===== src/rtl/core/i2cms_pkg.sv =====
// types and constants of the i2c master sequencer
package i2cms_pkg;

    // command codes of the func field, also used as the running operation code
    localparam logic [2:0] FUNC_TICK  = 3'd0;
    localparam logic [2:0] FUNC_START = 3'd1;
    localparam logic [2:0] FUNC_STOP  = 3'd2;
    localparam logic [2:0] FUNC_WRITE = 3'd3;
    localparam logic [2:0] FUNC_READ  = 3'd4;
    localparam logic [2:0] FUNC_PROBE = 3'd5;

    localparam logic [2:0] OP_IDLE = FUNC_TICK;

    localparam logic [7:0] TOP_BIT = 8'h80;

    typedef struct packed {
        logic [5:0] phase;
        logic [2:0] op;
        logic [7:0] shift;
        logic       ack;
        logic       ack_tx;
        logic       scl;
        logic       sda;
        logic [7:0] rx;
    } seq_state_t;

    typedef struct packed {
        logic       scl_out;
        logic       sda_out;
        logic       busy_res;
        logic       done_res;
        logic [7:0] read_byte;
        logic       ack_seen;
    } seq_res_t;

endpackage


===== src/rtl/core/i2cms_step.sv =====
// next-state and result logic for one accepted word
module i2cms_step (
    input  i2cms_pkg::seq_state_t cur_state,
    input  logic [2:0]            func,
    input  logic [7:0]            byte_in,
    input  logic [6:0]            address,
    input  logic                  send_ack,
    input  logic                  sda_in,
    output i2cms_pkg::seq_state_t next_state,
    output i2cms_pkg::seq_res_t   res
);

    function automatic i2cms_pkg::seq_state_t start_fn(i2cms_pkg::seq_state_t s,
                                                       logic [5:0] k);
        i2cms_pkg::seq_state_t t;
        t = s;
        if (k == 6'd0) begin
            t.sda = 1'b1;
            t.scl = 1'b1;
        end else if (k == 6'd1) begin
            t.sda = 1'b0;
        end else begin
            t.scl = 1'b0;
        end
        return t;
    endfunction

    function automatic i2cms_pkg::seq_state_t stop_fn(i2cms_pkg::seq_state_t s,
                                                      logic [5:0] k);
        i2cms_pkg::seq_state_t t;
        t = s;
        if (k == 6'd0) begin
            t.sda = 1'b0;
            t.scl = 1'b0;
        end else if (k == 6'd1) begin
            t.scl = 1'b1;
        end else if (k == 6'd2) begin
            t.sda = 1'b1;
        end
        return t;
    endfunction

    function automatic i2cms_pkg::seq_state_t write_fn(i2cms_pkg::seq_state_t s,
                                                       logic [5:0] k, logic sda);
        i2cms_pkg::seq_state_t t;
        logic [4:0]            j;
        t = s;
        j = k[5:1];
        if (k == 6'd0) begin
            t.sda = |(s.shift & i2cms_pkg::TOP_BIT);
        end else if (k <= 6'd16) begin
            if (k[0]) begin
                t.scl = 1'b1;
            end else begin
                t.scl = 1'b0;
                if (j < 5'd8) begin
                    t.sda = |(s.shift & (i2cms_pkg::TOP_BIT >> j[2:0]));
                end else begin
                    t.sda = 1'b1;
                end
            end
        end else if (k == 6'd17) begin
            t.scl = 1'b1;
        end else if (k == 6'd18) begin
            t.ack = sda;
        end else begin
            t.scl = 1'b0;
        end
        return t;
    endfunction

    // position within each three-tick read bit slot
    function automatic logic [1:0] read_slot(logic [5:0] k);
        logic [1:0] r;
        case (k)
            6'd1, 6'd4, 6'd7, 6'd10, 6'd13, 6'd16, 6'd19, 6'd22: r = 2'd0;
            6'd2, 6'd5, 6'd8, 6'd11, 6'd14, 6'd17, 6'd20, 6'd23: r = 2'd1;
            default: r = 2'd2;
        endcase
        return r;
    endfunction

    function automatic i2cms_pkg::seq_state_t read_fn(i2cms_pkg::seq_state_t s,
                                                      logic [5:0] k, logic sda);
        i2cms_pkg::seq_state_t t;
        logic [1:0]            r;
        t = s;
        r = read_slot(k);
        if (k == 6'd0) begin
            t.sda = 1'b1;
        end else if (k <= 6'd24) begin
            if (r == 2'd0) begin
                t.scl = 1'b1;
            end else if (r == 2'd1) begin
                t.shift = {s.shift[6:0], sda};
            end else begin
                t.scl = 1'b0;
                if (k == 6'd24) begin
                    t.sda = s.ack_tx;
                end
            end
        end else if (k == 6'd25) begin
            t.scl = 1'b1;
        end else begin
            t.scl = 1'b0;
            t.rx  = s.shift;
        end
        return t;
    endfunction

    // probe: start, address write, stop back to back
    function automatic i2cms_pkg::seq_state_t probe_fn(i2cms_pkg::seq_state_t s,
                                                       logic [5:0] p, logic sda);
        i2cms_pkg::seq_state_t t;
        logic [5:0]            kw;
        kw = p - 6'd2;
        if (p <= 6'd2) begin
            t = start_fn(s, p);
            if (p == 6'd2) begin
                t = write_fn(t, 6'd0, sda);
            end
        end else if (p <= 6'd21) begin
            t = write_fn(s, kw, sda);
            if (kw >= 6'd19) begin
                t = stop_fn(t, 6'd0);
            end
        end else begin
            t = stop_fn(s, p - 6'd21);
        end
        return t;
    endfunction

    function automatic i2cms_pkg::seq_state_t run_fn(i2cms_pkg::seq_state_t s,
                                                     logic [5:0] p, logic sda);
        i2cms_pkg::seq_state_t t;
        case (s.op)
            i2cms_pkg::FUNC_START: t = start_fn(s, p);
            i2cms_pkg::FUNC_STOP:  t = stop_fn(s, p);
            i2cms_pkg::FUNC_WRITE: t = write_fn(s, p, sda);
            i2cms_pkg::FUNC_READ:  t = read_fn(s, p, sda);
            i2cms_pkg::FUNC_PROBE: t = probe_fn(s, p, sda);
            default:               t = s;
        endcase
        return t;
    endfunction

    // last tick of each sequence
    function automatic logic fin_fn(logic [2:0] op, logic [5:0] p);
        logic f;
        case (op)
            i2cms_pkg::FUNC_START: f = (p >= 6'd2);
            i2cms_pkg::FUNC_STOP:  f = (p >= 6'd3);
            i2cms_pkg::FUNC_WRITE: f = (p >= 6'd19);
            i2cms_pkg::FUNC_READ:  f = (p >= 6'd26);
            i2cms_pkg::FUNC_PROBE: f = (p >= 6'd24);
            default:               f = 1'b1;
        endcase
        return f;
    endfunction

    logic [5:0] tick_phase;
    logic       done;

    assign tick_phase = cur_state.phase + 6'd1;

    always_comb begin
        next_state = cur_state;
        done       = 1'b0;
        if (func == i2cms_pkg::FUNC_TICK) begin
            if (cur_state.op != i2cms_pkg::OP_IDLE) begin
                next_state.phase = tick_phase;
                next_state       = run_fn(next_state, tick_phase, sda_in);
                if (fin_fn(cur_state.op, tick_phase)) begin
                    next_state.op    = i2cms_pkg::OP_IDLE;
                    next_state.phase = 6'd0;
                    done             = 1'b1;
                end
            end
        end else if (func <= i2cms_pkg::FUNC_PROBE && cur_state.op == i2cms_pkg::OP_IDLE) begin
            next_state.op    = func;
            next_state.phase = 6'd0;
            case (func)
                i2cms_pkg::FUNC_WRITE: next_state.shift = byte_in;
                i2cms_pkg::FUNC_PROBE: next_state.shift = {address, 1'b0};
                i2cms_pkg::FUNC_READ: begin
                    next_state.shift  = 8'd0;
                    next_state.ack_tx = send_ack;
                end
                default: ;
            endcase
            next_state = run_fn(next_state, 6'd0, sda_in);
        end
    end

    always_comb begin
        res.scl_out   = next_state.scl;
        res.sda_out   = next_state.sda;
        res.busy_res  = (next_state.op != i2cms_pkg::OP_IDLE);
        res.done_res  = done;
        res.read_byte = next_state.rx;
        res.ack_seen  = next_state.ack;
    end

endmodule


===== src/rtl/core/i2cms_out_buf.sv =====
// two-word result buffer between the sequencer and the result channel
module i2cms_out_buf (
    input  logic                aclk,
    input  logic                aresetn,
    input  logic                in_valid,
    output logic                in_ready,
    input  i2cms_pkg::seq_res_t in_data,
    output logic                out_valid,
    input  logic                out_ready,
    output i2cms_pkg::seq_res_t out_data
);

    i2cms_pkg::seq_res_t slot_reg [2];
    logic [1:0]          count_reg;
    logic [1:0]          count_next;
    logic                wr_ptr_reg;
    logic                rd_ptr_reg;
    logic                push;
    logic                pop;

    assign in_ready  = (count_reg != 2'd2);
    assign out_valid = (count_reg != 2'd0);
    assign out_data  = slot_reg[rd_ptr_reg];
    assign push      = in_valid && in_ready;
    assign pop       = out_valid && out_ready;

    always_comb begin
        count_next = count_reg;
        if (push && !pop) begin
            count_next = count_reg + 2'd1;
        end else if (pop && !push) begin
            count_next = count_reg - 2'd1;
        end
    end

    always_ff @(posedge aclk) begin
        if (!aresetn) begin
            count_reg  <= 2'd0;
            wr_ptr_reg <= 1'b0;
            rd_ptr_reg <= 1'b0;
        end else begin
            count_reg <= count_next;
            if (push) begin
                wr_ptr_reg <= ~wr_ptr_reg;
            end
            if (pop) begin
                rd_ptr_reg <= ~rd_ptr_reg;
            end
        end
    end

    always_ff @(posedge aclk) begin
        if (push) begin
            slot_reg[wr_ptr_reg] <= in_data;
        end
    end

endmodule


===== src/rtl/core/i2c_master_sequencer.sv =====
// top level of the i2c master sequencer
// bit-level i2c master: every input word is either a command (start, stop, write byte,
// read byte, address probe) or one tick of the bus delay period, and every accepted word
// yields exactly one result word carrying the pin levels, busy, done, the last read byte
// and the last acknowledge seen. one word is taken per clock while s_ready is high: the sequencer
// state is updated by a single pass of logic in the cycle of acceptance and the result is
// registered in a two-word result buffer before the result channel shows it on the m_
// side, so s_ready only drops while both buffer slots hold untaken words.
// sequence lengths in ticks: start 2, stop 3, write 19, read 26, probe 24; a command
// received while a sequence runs is dropped, as are func codes six and seven
module i2c_master_sequencer (
    input  logic       aclk,
    input  logic       aresetn,
    // command / tick word
    input  logic       s_valid,
    output logic       s_ready,
    input  logic [2:0] s_func,
    input  logic [7:0] s_byte_in,
    input  logic [6:0] s_address,
    input  logic       s_send_ack,
    input  logic       s_sda_in,
    // result word
    output logic       m_valid,
    input  logic       m_ready,
    output logic       m_scl_out,
    output logic       m_sda_out,
    output logic       m_busy_res,
    output logic       m_done_res,
    output logic [7:0] m_read_byte,
    output logic       m_ack_seen
);

    // sequencer state: phase counter, running op, shift register, pins and status
    i2cms_pkg::seq_state_t state_reg;
    i2cms_pkg::seq_state_t state_next;
    i2cms_pkg::seq_res_t   step_res;
    i2cms_pkg::seq_res_t   out_res;
    logic                  s_accept;

    assign s_accept = s_valid && s_ready;

    // one phase of the bus sequence per accepted word
    i2cms_step u_step (
        .cur_state  (state_reg),
        .func       (s_func),
        .byte_in    (s_byte_in),
        .address    (s_address),
        .send_ack   (s_send_ack),
        .sda_in     (s_sda_in),
        .next_state (state_next),
        .res        (step_res)
    );

    // reset: idle, both lines released, acknowledge reads as not acknowledged
    always_ff @(posedge aclk) begin
        if (!aresetn) begin
            state_reg.phase  <= 6'd0;
            state_reg.op     <= i2cms_pkg::OP_IDLE;
            state_reg.shift  <= 8'd0;
            state_reg.ack    <= 1'b1;
            state_reg.ack_tx <= 1'b1;
            state_reg.scl    <= 1'b1;
            state_reg.sda    <= 1'b1;
            state_reg.rx     <= 8'd0;
        end else if (s_accept) begin
            state_reg <= state_next;
        end
    end

    // result words wait here until the far side takes them
    i2cms_out_buf u_out_buf (
        .aclk      (aclk),
        .aresetn   (aresetn),
        .in_valid  (s_valid),
        .in_ready  (s_ready),
        .in_data   (step_res),
        .out_valid (m_valid),
        .out_ready (m_ready),
        .out_data  (out_res)
    );

    assign m_scl_out   = out_res.scl_out;
    assign m_sda_out   = out_res.sda_out;
    assign m_busy_res  = out_res.busy_res;
    assign m_done_res  = out_res.done_res;
    assign m_read_byte = out_res.read_byte;
    assign m_ack_seen  = out_res.ack_seen;

endmodule


===== config.mk =====
export PLATFORM = sky130hd
export DESIGN_NAME = i2c_master_sequencer
export DESIGN_NICKNAME = d
export VERILOG_FILES = /design/src/rtl/core/i2cms_pkg.sv /design/src/rtl/core/i2cms_step.sv /design/src/rtl/core/i2cms_out_buf.sv /design/src/rtl/core/i2c_master_sequencer.sv
export SDC_FILE = /design/constraint.sdc
export NUM_CORES = 1
export LEC_CHECK = 0
export BUFFER_PORTS_ARGS = -buffer_cell sky130_fd_sc_hd__buf_2
export CORE_ASPECT_RATIO = 1.2
export CORE_MARGIN = 5
export CORE_UTILIZATION = 45
export DETAILED_ROUTE_END_ITERATION = 8
export GPL_ROUTABILITY_DRIVEN = 0
export SYNTH_ARGS = -nofsm -noshare
export SYNTH_HDL_FRONTEND = slang
export SYNTH_SLANG_ARGS = --single-unit
export TNS_END_PERCENT = 20

===== constraint.sdc =====
create_clock -name aclk -period 4.6 [get_ports aclk]
set_input_delay 0.92 -clock aclk [delete_from_list [all_inputs] [get_ports aclk]]
set_output_delay 0.92 -clock aclk [all_outputs]
set_load 0.1 [all_outputs]

==> metrics.cfg <==
[synthesis]
synthesis.nets = 551
synth_area_sq_um = 4390
synth_warnings = 0
synth_top_area_share_pct = 17.8
netlist_top_cells_area = edfxtp_1, dfxtp_1, mux2_2
post-synth-top-count-cell = nand2_1
synth_cells = 519
syn_area_per_cell_sq_um = 8.45
yosys.area.top_type = edfxtp_1
synth-main-ff-cell = dfxtp_1
synth_edf_count = 26
ys_seq_elements = 60
async_flop_share_pct = 0
ys_top_cells_by_count = nand2_1, nor2_1, a21oi_1
yosysUniqueCellTypes = 78
seq_area_frac_synth_pct = 33.3

[worst_hold_path]
hp-class = reg2reg

[critical_path]
cpPeakStageDelay_ps = 850
critPathKind = reg2reg
crit_family = adder cells
arrival_ps = 4060
critPathSlowestCell = ha_1
path_buf_inv = 1
cp_cell_sequence = inv_1 > ha_1 > xnor2_1 > nor4b_1 > o21ai_0 > a21oi_1 > nor2b_1 > nor4b_1 > o21ai_1 > mux2_2 > a2bb2oi_1
critPathCaptureType = flip-flop
crit_fanout = 25
critPathLaunchType = flip-flop
crit_path_frequent_cell = nor4b_1
worstPathRequired_ps = 4800

[route]
drc = 0
via_per_inst = 6.26
ant_nets = 0
drtPass1Iterations = 6
drtIter0Drc = 295
routedWlPerCell_um = 19.3
wl_um = 12900
dr_total_vias = 4185

[sta]
slew_headroom_pct = 27.4
final-setup-viol-count = 0
clock_skew_ps = 9.50
hold_viol = 0
slew_violations = 0
rsz0062_at_grt = no
post-route-min-period_ps = 3860
hold_slack_ps = 459
worst_pin_slew_ps = 1080
finalCritPeriodShare_pct = 83.9
fmax_ghz = 0.259
tns_ps = 0

[pwr]
power.total_w = 0.00218
p_seq_share_pct = 32.4
power_density_nw_per_um2 = 438
internal-power_w = 0.00131
p_clk_share_pct = 33.6
p_leak_nw = 1.88
sw_frac_of_total_pct = 39.9
ir_drop_uv = 182
power_frac_comb_pct = 34.0
p_switching_w = 0.000869

[finish]
multi_input_area_sq_um = 2720
diodes = 0
regArea_sq_um = 1460
nNetsFinal = 572
syn_to_final_growth_pct = 13.1
post-route-util_pct = 52.1
drive_gt1_share_pct = 17.6
largest_reg_flops = 29
fillers = 903
final_cells = 668

[cts]
clkTransAtPathRegs_ps = 60
cts_tree = yes
cts_buffers = 9
cts-resized-gates = 0
cts_buffer_depth = 2
clock_sinks = 60
hold_buffers = 0
cts_root_buffer = clkbuf_16
cts_max_level = 3
post-cts-setup-buffers = 0
clk_latency_ps = 330

[global_routing]
grt_pass1_wl_um = 20900
grtUsageTotal_pct = 21.9
antenna_found_initial = 0
grt_max_degree = 27
grt_overflow = 0
grt_pass1_vias = 4027

[place]
portBuffers = 38
hpwl_um = 9600
dpl.cell_count = 652

[die]
num_io_pins = 39
core_area_sq_um = 9520
start_util_pct = 46.1
chipWidth_um = 100
row_count = 39
die_y_um = 118
dieArea_sq_um = 11800

[job]
max_cap_violations = 0

[run_status]
outcome = finished, final reports clean

==> cells by family (layout without fill, tap and decap cells) <==
group / Yosys count / in the layout / synth area share (%)
buffers and inverters: 48 / 74 / 4.65
DFF: 60 / 60 / 33.3
xor gates and xnor gates: 14 / 14 / 2.97
and+or+nand+nor: 190 / 190 / 22.7
adders and majority gates: 8 / 8 / 2.28
muxes: 39 / 39 / 9.50
AOI/OAI and AO/OA: 160 / 160 / 24.6
==> worst paths after layout <==
| path | slack [ps] | cells past startpoint | end | from |
|---|---|---|---|---|
| hold reg to reg | 460 | 2 | state_reg[5]$_SDFFE_PN0P_ | state_reg[5]$_SDFFE_PN0P_ |
| setup / recovery | 740 | 11 | state_reg[11]$_SDFFE_PN1P_ | state_reg[23]$_SDFFE_PN0P_ |
| setup reg to reg | 740 | 11 | state_reg[11]$_SDFFE_PN1P_ | state_reg[23]$_SDFFE_PN0P_ |
| hold / removal | 460 | 2 | state_reg[5]$_SDFFE_PN0P_ | state_reg[5]$_SDFFE_PN0P_ |
==> through the flow <==
stage          worst slack [ps]  cell area [sq um]
3_3_place_gp                980               4640
2_1_floorplan              1340               4390
3_5_place_dp                866               4640
6_report                    740               4960
5_1_grt                     419               4960
4_1_cts                     837               4960
==> placed cells by master, fill, tap and decap left out, types with 4 or more instances in the layout <==
cell and count:
xor2_1 6, o22ai_1 5, xnor2_1 7, mux2_2 21, nand2b_1 9, o21ai_0 30, o2111ai_1 4, a21oi_1 37
nand2_1 49, inv_1 9, edfxtp_1 26, and2_1 4, clkbuf_16 9, a311oi_1 6, or3_1 8, o21a_1 4
a31oi_1 10, a211oi_1 8, nor4_1 4, dfxtp_1 34, buf_2 38, mux2i_1 18, and3_1 7, nor2b_1 6
buf_4 9, nor2_1 43, nand3_1 13, nand4_1 8, ha_1 8, a22oi_1 9, nor3_1 14, a22o_1 4
==> worst register-to-register path: cells and delay by family, from the launching register on <==
family,cells,cell delay (ps)
multiplexers,1,380
buffers and inverters,1,250
AO/OA/AOI/OAI,4,710
adder cells (fa/ha/maj),1,850
AND/OR/NAND/NOR,3,820
flip-flops,1,500
XOR/XNOR,1,220
==> power groups by stage <==
| stage | Combinational [W] | Clock [W] | Sequential (W) |
|---|---|---|---|
| 2_1_floorplan | 0.000651 | 0 | 0.000670 |
| 3_3_place_gp | 0.000735 | 0 | 0.000711 |
| 3_5_place_dp | 0.000739 | 0 | 0.000717 |
| 4_1_cts | 0.000742 | 0.000737 | 0.000706 |
| 5_1_grt | 0.000792 | 0.000761 | 0.000716 |
| 6_report | 0.000740 | 0.000731 | 0.000705 |
==> layer usage <==
metal  vias up  GRT usage [%]  wire length, um
met3        51           3.36              706
met4         0           10.7              523
met1      1969           26.6             5190
li1       2002              -                -
met5         -              0                0
met2       163           37.2             6470
==> final cells by class <==
class,instances,area share (%)
Timing Repair Buffer,47,5.19
Clock inverter,6,1.74
Clock buffer,10,4.82
Sequential cell,60,29.5
Tap cell,123,3.10
Multi-Input combinational cell,411,54.9
Inverter,11,0.832
Power figures use the tool's default switching activity.
